`config.mk`:
```
export PLATFORM = sky130hd
export DESIGN_NAME = ook_remote_socket_pulse_encoder
export DESIGN_NICKNAME = d
export VERILOG_FILES = /design/src/hdl/ooke_pkg.sv /design/src/hdl/ooke_sequencer.sv /design/src/hdl/ook_remote_socket_pulse_encoder.sv
export SDC_FILE = /design/constraint.sdc
export NUM_CORES = 1
export LEC_CHECK = 0
export ABC_CLOCK_PERIOD_IN_PS = 5900
export BUFFER_PORTS_ARGS = -buffer_cell sky130_fd_sc_hd__buf_2
export CORE_MARGIN = 4
export CORE_UTILIZATION = 45
export CTS_BUF_LIST = sky130_fd_sc_hd__clkbuf_2 sky130_fd_sc_hd__clkbuf_4 sky130_fd_sc_hd__clkbuf_8
export CTS_CLUSTER_SIZE = 40
export DETAILED_ROUTE_END_ITERATION = 16
export MAX_ROUTING_LAYER = met4
export SETUP_SLACK_MARGIN = 0.3
export SYNTH_ARGS = -nofsm -noshare
export SYNTH_HDL_FRONTEND = slang
export SYNTH_HIERARCHICAL = 1
export SYNTH_SLANG_ARGS = --single-unit
```
`constraint.sdc`:
```
create_clock -name clk -period 5.9 [get_ports clk]
set_input_delay 0.59 -clock clk [delete_from_list [all_inputs] [get_ports clk]]
set_output_delay 0.59 -clock clk [all_outputs]
set_load 0.05 [all_outputs]
```
`src/hdl/ooke_pkg.sv`:
```
// ----------------------------------------------------------------------------
// ooke_pkg
// Types and constants shared by the OOK remote socket pulse encoder.
// ----------------------------------------------------------------------------
package ooke_pkg;

    localparam int DATA_WORD_W = 12;
    localparam int TICKS_W     = 16;
    localparam int REPEAT_W    = 8;
    localparam int CFG_INDEX_W = 2;
    localparam int CFG_DATA_W  = 16;

    localparam logic CMD_TICK  = 1'b0;
    localparam logic CMD_START = 1'b1;

    typedef enum logic [CFG_INDEX_W-1:0] {
        CFG_SHORT_TICKS  = 2'd0,
        CFG_LONG_TICKS   = 2'd1,
        CFG_SYNC_TICKS   = 2'd2,
        CFG_REPEAT_COUNT = 2'd3
    } cfg_reg_t;

    typedef struct packed {
        logic                   command;
        logic [DATA_WORD_W-1:0] data_word;
    } in_item_t;

    typedef struct packed {
        logic line_level;
        logic busy_res;
        logic done_res;
    } out_item_t;

    typedef struct packed {
        logic [TICKS_W-1:0] short_ticks;
        logic [TICKS_W-1:0] long_ticks;
        logic [TICKS_W-1:0] sync_ticks;
    } timing_cfg_t;

endpackage

```
`src/hdl/ooke_sequencer.sv`:
```
// ----------------------------------------------------------------------------
// ooke_sequencer
// Frame, bit and pulse sequencer with pulse duration counter; advances once
// per accepted request and presents the result for that request.
// ----------------------------------------------------------------------------
module ooke_sequencer #(
    parameter int DATAGRAM_BITS = 12,
    parameter int COUNT_WIDTH   = 16
) (
    input  logic                                   clk,
    input  logic                                   rst_n,
    input  logic                                   step,
    input  ooke_pkg::in_item_t                     item,
    input  ooke_pkg::timing_cfg_t                  timing,
    input  logic [ooke_pkg::REPEAT_W-1:0]          repeat_count,
    output ooke_pkg::out_item_t                    result
);
    import ooke_pkg::*;

    localparam int BIDX_W = $clog2(DATAGRAM_BITS + 1);
    localparam int LEN_W  = (COUNT_WIDTH > TICKS_W) ? COUNT_WIDTH : TICKS_W;
    localparam int EXT_W  = DATAGRAM_BITS + DATA_WORD_W;

    logic                     active_reg,  active_next;
    logic [DATAGRAM_BITS-1:0] shift_reg,   shift_next;
    logic [REPEAT_W-1:0]      repeat_reg,  repeat_next;
    logic [BIDX_W-1:0]        bit_reg,     bit_next;
    logic [1:0]               pulse_reg,   pulse_next;
    logic                     sync_reg,    sync_next;
    logic [COUNT_WIDTH-1:0]   elapsed_reg, elapsed_next;
    logic                     done;

    logic [TICKS_W-1:0]       raw_len;
    logic [LEN_W-1:0]         ext_len;
    logic [LEN_W-1:0]         cnt_max;
    logic [COUNT_WIDTH-1:0]   cur_len;
    logic [COUNT_WIDTH-1:0]   elapsed_inc;
    logic [EXT_W-1:0]         load_ext;
    logic [DATAGRAM_BITS-1:0] shift_rot;

    // pulse length for the current position
    always_comb
    begin
        if (sync_reg)
        begin
            raw_len = (pulse_reg == 2'd0) ? timing.short_ticks : timing.sync_ticks;
        end
        else
        begin
            case (pulse_reg)
                2'd0:    raw_len = timing.short_ticks;
                2'd1:    raw_len = timing.long_ticks;
                2'd2:    raw_len = shift_reg[0] ? timing.short_ticks : timing.long_ticks;
                default: raw_len = shift_reg[0] ? timing.long_ticks : timing.short_ticks;
            endcase
        end
    end

    assign ext_len = LEN_W'(raw_len);
    assign cnt_max = LEN_W'({COUNT_WIDTH{1'b1}});

    always_comb
    begin
        if (ext_len == '0)
        begin
            cur_len = COUNT_WIDTH'(1);
        end
        else if (ext_len > cnt_max)
        begin
            cur_len = cnt_max[COUNT_WIDTH-1:0];
        end
        else
        begin
            cur_len = ext_len[COUNT_WIDTH-1:0];
        end
    end

    assign elapsed_inc = elapsed_reg + COUNT_WIDTH'(1);
    assign load_ext    = EXT_W'(item.data_word);
    assign shift_rot   = (shift_reg >> 1) | (DATAGRAM_BITS'(shift_reg[0]) << (DATAGRAM_BITS - 1));

    always_comb
    begin
        active_next  = active_reg;
        shift_next   = shift_reg;
        repeat_next  = repeat_reg;
        bit_next     = bit_reg;
        pulse_next   = pulse_reg;
        sync_next    = sync_reg;
        elapsed_next = elapsed_reg;
        done         = 1'b0;

        if (item.command == CMD_START)
        begin
            if (!active_reg)
            begin
                active_next  = 1'b1;
                shift_next   = load_ext[DATAGRAM_BITS-1:0];
                repeat_next  = (repeat_count == '0) ? REPEAT_W'(1) : repeat_count;
                bit_next     = '0;
                pulse_next   = '0;
                sync_next    = 1'b0;
                elapsed_next = '0;
            end
        end
        else if (active_reg)
        begin
            elapsed_next = elapsed_inc;
            if (elapsed_inc >= cur_len)
            begin
                elapsed_next = '0;
                if (sync_reg)
                begin
                    if (pulse_reg == 2'd0)
                    begin
                        pulse_next = 2'd1;
                    end
                    else
                    begin
                        pulse_next  = '0;
                        sync_next   = 1'b0;
                        repeat_next = repeat_reg - REPEAT_W'(1);
                        if (repeat_next == '0)
                        begin
                            active_next = 1'b0;
                            done        = 1'b1;
                        end
                    end
                end
                else if (pulse_reg != 2'd3)
                begin
                    pulse_next = pulse_reg + 2'd1;
                end
                else
                begin
                    pulse_next = '0;
                    shift_next = shift_rot;
                    if (bit_reg >= BIDX_W'(DATAGRAM_BITS - 1))
                    begin
                        bit_next  = '0;
                        sync_next = 1'b1;
                    end
                    else
                    begin
                        bit_next = bit_reg + BIDX_W'(1);
                    end
                end
            end
        end
    end

    assign result.line_level = active_next & ~pulse_next[0];
    assign result.busy_res   = active_next;
    assign result.done_res   = done;

    always_ff @(posedge clk or negedge rst_n)
    begin
        if (!rst_n)
        begin
            active_reg  <= 1'b0;
            shift_reg   <= '0;
            repeat_reg  <= '0;
            bit_reg     <= '0;
            pulse_reg   <= '0;
            sync_reg    <= 1'b0;
            elapsed_reg <= '0;
        end
        else if (step)
        begin
            active_reg  <= active_next;
            shift_reg   <= shift_next;
            repeat_reg  <= repeat_next;
            bit_reg     <= bit_next;
            pulse_reg   <= pulse_next;
            sync_reg    <= sync_next;
            elapsed_reg <= elapsed_next;
        end
    end

endmodule

```
`src/hdl/ook_remote_socket_pulse_encoder.sv`:
```
// ----------------------------------------------------------------------------
// ook_remote_socket_pulse_encoder
// On-off keyed pulse-width encoder for a remote mains socket switch.
//
//   channel  signals                         direction  payload
//   in       in_valid / in_ready / in_data   input      command, data_word
//   out      out_valid / out_ready / out_data output    line_level, busy, done
//   cfg      cfg_valid / cfg_ready           input      cfg_index, cfg_data
//
// One request per cycle unless stalled; each result is registered on accept.
// The sequencer state and the result register update in the same cycle.
// A held result (out_ready low) stalls the input side only while full.
// Reset clears the sequencer and loads the default pulse timing and repeat count.
// ----------------------------------------------------------------------------
module ook_remote_socket_pulse_encoder #(
    parameter int DATAGRAM_BITS = 12,
    parameter int COUNT_WIDTH   = 16
) (
    input  logic                               clk,
    input  logic                               rst_n,
    input  logic                               in_valid,
    output logic                               in_ready,
    input  ooke_pkg::in_item_t                 in_data,
    output logic                               out_valid,
    input  logic                               out_ready,
    output ooke_pkg::out_item_t                out_data,
    input  logic                               cfg_valid,
    output logic                               cfg_ready,
    input  logic [ooke_pkg::CFG_INDEX_W-1:0]   cfg_index,
    input  logic [ooke_pkg::CFG_DATA_W-1:0]    cfg_data
);
    import ooke_pkg::*;

    timing_cfg_t         timing_reg;
    logic [REPEAT_W-1:0] repeat_count_reg;
    logic                out_valid_reg;
    out_item_t           out_data_reg;
    out_item_t           step_result;
    logic                in_accept;

    assign in_ready  = ~out_valid_reg | out_ready;
    assign in_accept = in_valid & in_ready;
    assign cfg_ready = 1'b1;
    assign out_valid = out_valid_reg;
    assign out_data  = out_data_reg;

    ooke_sequencer #(
        .DATAGRAM_BITS (DATAGRAM_BITS),
        .COUNT_WIDTH   (COUNT_WIDTH)
    ) u_seq (
        .clk          (clk),
        .rst_n        (rst_n),
        .step         (in_accept),
        .item         (in_data),
        .timing       (timing_reg),
        .repeat_count (repeat_count_reg),
        .result       (step_result)
    );

    always_ff @(posedge clk or negedge rst_n)
    begin
        if (!rst_n)
        begin
            timing_reg.short_ticks <= TICKS_W'(300);
            timing_reg.long_ticks  <= TICKS_W'(900);
            timing_reg.sync_ticks  <= TICKS_W'(9000);
            repeat_count_reg       <= REPEAT_W'(6);
        end
        else if (cfg_valid)
        begin
            unique case (cfg_reg_t'(cfg_index))
                CFG_SHORT_TICKS:  timing_reg.short_ticks <= cfg_data;
                CFG_LONG_TICKS:   timing_reg.long_ticks  <= cfg_data;
                CFG_SYNC_TICKS:   timing_reg.sync_ticks  <= cfg_data;
                CFG_REPEAT_COUNT: repeat_count_reg       <= cfg_data[REPEAT_W-1:0];
                default:          ;
            endcase
        end
    end

    always_ff @(posedge clk or negedge rst_n)
    begin
        if (!rst_n)
        begin
            out_valid_reg <= 1'b0;
        end
        else if (in_accept)
        begin
            out_valid_reg <= 1'b1;
        end
        else if (out_ready)
        begin
            out_valid_reg <= 1'b0;
        end
    end

    always_ff @(posedge clk)
    begin
        if (in_accept)
        begin
            out_data_reg <= step_result;
        end
    end

endmodule
```
==> impl_metrics.yaml <==
critical_path:
  worstPathArrival_ps: 5210
  cp_max_fo: 19
  crit_slowest_cell: "ha_1"
  slowest_delay_ps: 700
  r2r_end: "out_data[2]$_DFFE_PP_"
  crit-reg2reg-launch: "u_seq/pulse_reg[0]$_DFFE_PN0P_"
  start_kind: "flip-flop"
  worstSetupPathType: "flip-flop to flip-flop"
  cp-end-kind: "flip-flop"
  r2r_cells: 14
  crit_chain: "inv_1 > ha_1 > mux2_2 > a222oi_1 > nand4_1 > or2_2 > o21ai_1 > ha_1 > nand2b_1 > a2111oi_1 > nor4_2 > nor3_2 > a21oi_1 > o221a_1"
  cp.required_ps: 6040
  path_common_cell: "ha_1"
  reg2reg_setup_slack_ps: 830
power:
  finalPower_mw: 1.963
  pwr_density_cell_nw_per_um2: 305.6
  ir_drop_uv: 160.0
  p_leak_nw: 2.743
detailed_routing:
  drc: 0
  viasPerCell: 6.016
  ant_nets: 0
  wirelength_um: 13910
  route.vias.total: 4440
  first_pass_iters: 5
  wl_per_cell_um: 18.85
  drt_iter0_drc: 466
clock_tree:
  cts_tree: "built"
  ctsResizeCount: 0
  cts_sinks: 104
  numCtsBuffers: 9
  postCtsHoldBufs: 0
  cts_root_buffer: "clkbuf_8"
  clk_latency_ps: 390
  cts_max_path_buffers: 2
  clk_pin_slew_ps: 100
  post_cts_buffers: 0
  htree_levels: 3
sta:
  fin_tns_setup_ps: 0
  fin_worst_skew_ps: 10.97
  setup_viol: 0
  grt_setup_unrepaired: "false"
  slew_viol_final: 0
  worst_slew_pin_slew_ps: 994.1
  hold_violations: 0
  fin_ws_ps: 830.2
  fmax_mhz: 197.2
  fin_worst_hold_slack_ps: 168.8
  fin_crit_sh_pct: 85.93
  relSlewSlack_pct: 33.65
  period_minus_slack_ps: 5070
global_route:
  antenna_found_initial: 0
  grt_pass1_vias: 4502
  grt_use_total_pct: 20.15
  overflow: 0
  grt_max_degree: 62
  grt_first_pass_wirelength_um: 23120
placed_design:
  place_ws_ps: 878.7
  place_inst: 722
  gp_congestion: 0.9052
  placed_area_um2: 6240
  dpl.hpwl_um: 9825
  portBuffers: 40
logic_synthesis:
  synth_edf_count: 3
  syn_nets: 596
  yosys_warnings: 6
  ys_seq_elements: 104
  synthArstFlopShare_pct: 97.12
  yosysUniqueCellTypes: 71
  netlist_instances: 535
  synth_area_um2: 5939
  syn_avg_cell_area_um2: 11.10
  seq_area_frac_synth_pct: 44.39
  synth_flop_cell: "dfrtp_1"
floorplanning:
  die_x_um: 122.9
  die_y_um: 122.9
  dieArea_um2: 15100
  initial_core_util_pct: 46.50
  ioPinCount: 42
  core_um2: 12770
  rows: 41
final_layout:
  final_nets: 622
  drive_gt1_share_pct: 30.04
  final_cell_mix: "dfrtp_1, mux2_2, buf_2"
  area_delta_synth_final_pct: 8.153
  largest_register_ffs: 48
  final_core_utilization_pct: 50.29
  fill_cells: 1192
  final_area_um2: 6424
  layout_commonest_cell: "dfrtp_1"
  final_cells: 738
  diodes: 0
flow_run:
  maxCapViolCount: 0
hold_path:
  min_path_type: "primary input to async pin"
status:
  run_status: "finished, final reports clean"
-- metal layers --
layer  vias to the layer above  global-route usage, %  share of wire (%)
met5                         -                      -                  0
met4                         0                  4.899                1.1
met3                        11                  4.516                3.8
met2                        88                  33.17                 51
met1                      2237                  25.35                 44
li1                       2104                      -                  -
-- power breakdown --
part	internal (mW)	leakage, nW	switching [mW]
logic	0.275	1.45	0.313
clock network	0.165	0.0888	0.262
registers	0.844	1.20	0.105
-- cell families (layout without fill, tap and decap cells) --
kind of cell | Yosys count | count (layout) | synth area share, %
AND/OR/NAND/NOR | 143 | 143 | 14.09
multiplexers | 74 | 74 | 13.99
other | 1 | 1 | 0.06314
buffers and inverters | 47 | 78 | 3.813
flip-flops | 104 | 104 | 44.39
adder cells (fa/ha/maj) | 25 | 25 | 5.266
AO/OA/AOI/OAI | 124 | 124 | 15.88
XOR/XNOR | 17 | 17 | 2.507
-- final cells by class --
type | instances | area, um^2 | area share (%)
Clock inverter | 6 | 52.55 | 0.8181
Timing Repair Buffer | 47 | 255.2 | 3.974
Tap cell | 172 | 215.2 | 3.350
Inverter | 15 | 56.30 | 0.8765
Clock buffer | 10 | 131.4 | 2.045
Sequential cell | 104 | 2636 | 41.04
Multi-Input combinational cell | 384 | 3077 | 47.90
-- critical path: cells and delay by family (launching register included) --
family / cells / cell delay [ps]
muxes: 1 / 410
buffers and inverters: 1 / 130
and+or+nand+nor: 5 / 1300
adders and majority gates: 2 / 940
DFF: 1 / 450
AOI/OAI and AO/OA: 5 / 1590
-- cell usage after synthesis (all sizes together), types with 8 or more instances --
cell type	number	area (um^2)
o211ai	10	75.07
xor2	12	105.1
a21oi	19	95.09
dfrtp	86	2152
o21ai	15	78.83
ha	25	312.8
clkbuf	18	67.56
a222oi	15	150.1
inv	15	56.30
buf	14	102.6
nand2b	8	50.05
nand4	11	75.07
a22o	13	113.9
nor3	11	65.06
a31oi	15	115.1
nand2	26	100.1
nand3	25	125.1
mux2	72	810.8
dfstp	15	394.1
nor2	16	60.06
and3	15	93.84
-- how the worst max path moves through the flow --
stage | from | end | slack (ps) | cells past startpoint
final | u_seq/pulse_reg[0]$_DFFE_PN0P_ | out_data[2]$_DFFE_PP_ | 830 | 14
after global routing | u_seq/pulse_reg[0]$_DFFE_PN0P_ | out_data[2]$_DFFE_PP_ | 580 | 14
after CTS | u_seq/pulse_reg[0]$_DFFE_PN0P_ | out_data[2]$_DFFE_PP_ | 840 | 14
after detailed placement | u_seq/pulse_reg[0]$_DFFE_PN0P_ | out_data[2]$_DFFE_PP_ | 880 | 14
after global placement | u_seq/pulse_reg[0]$_DFFE_PN0P_ | out_data[2]$_DFFE_PP_ | 1050 | 14
after floorplan | u_seq/pulse_reg[0]$_DFFE_PN0P_ | u_seq/shift_reg[6]$_DFFE_PN0P_ | 1420 | 17
No activity file was read; power rests on OpenSTA's default activity.
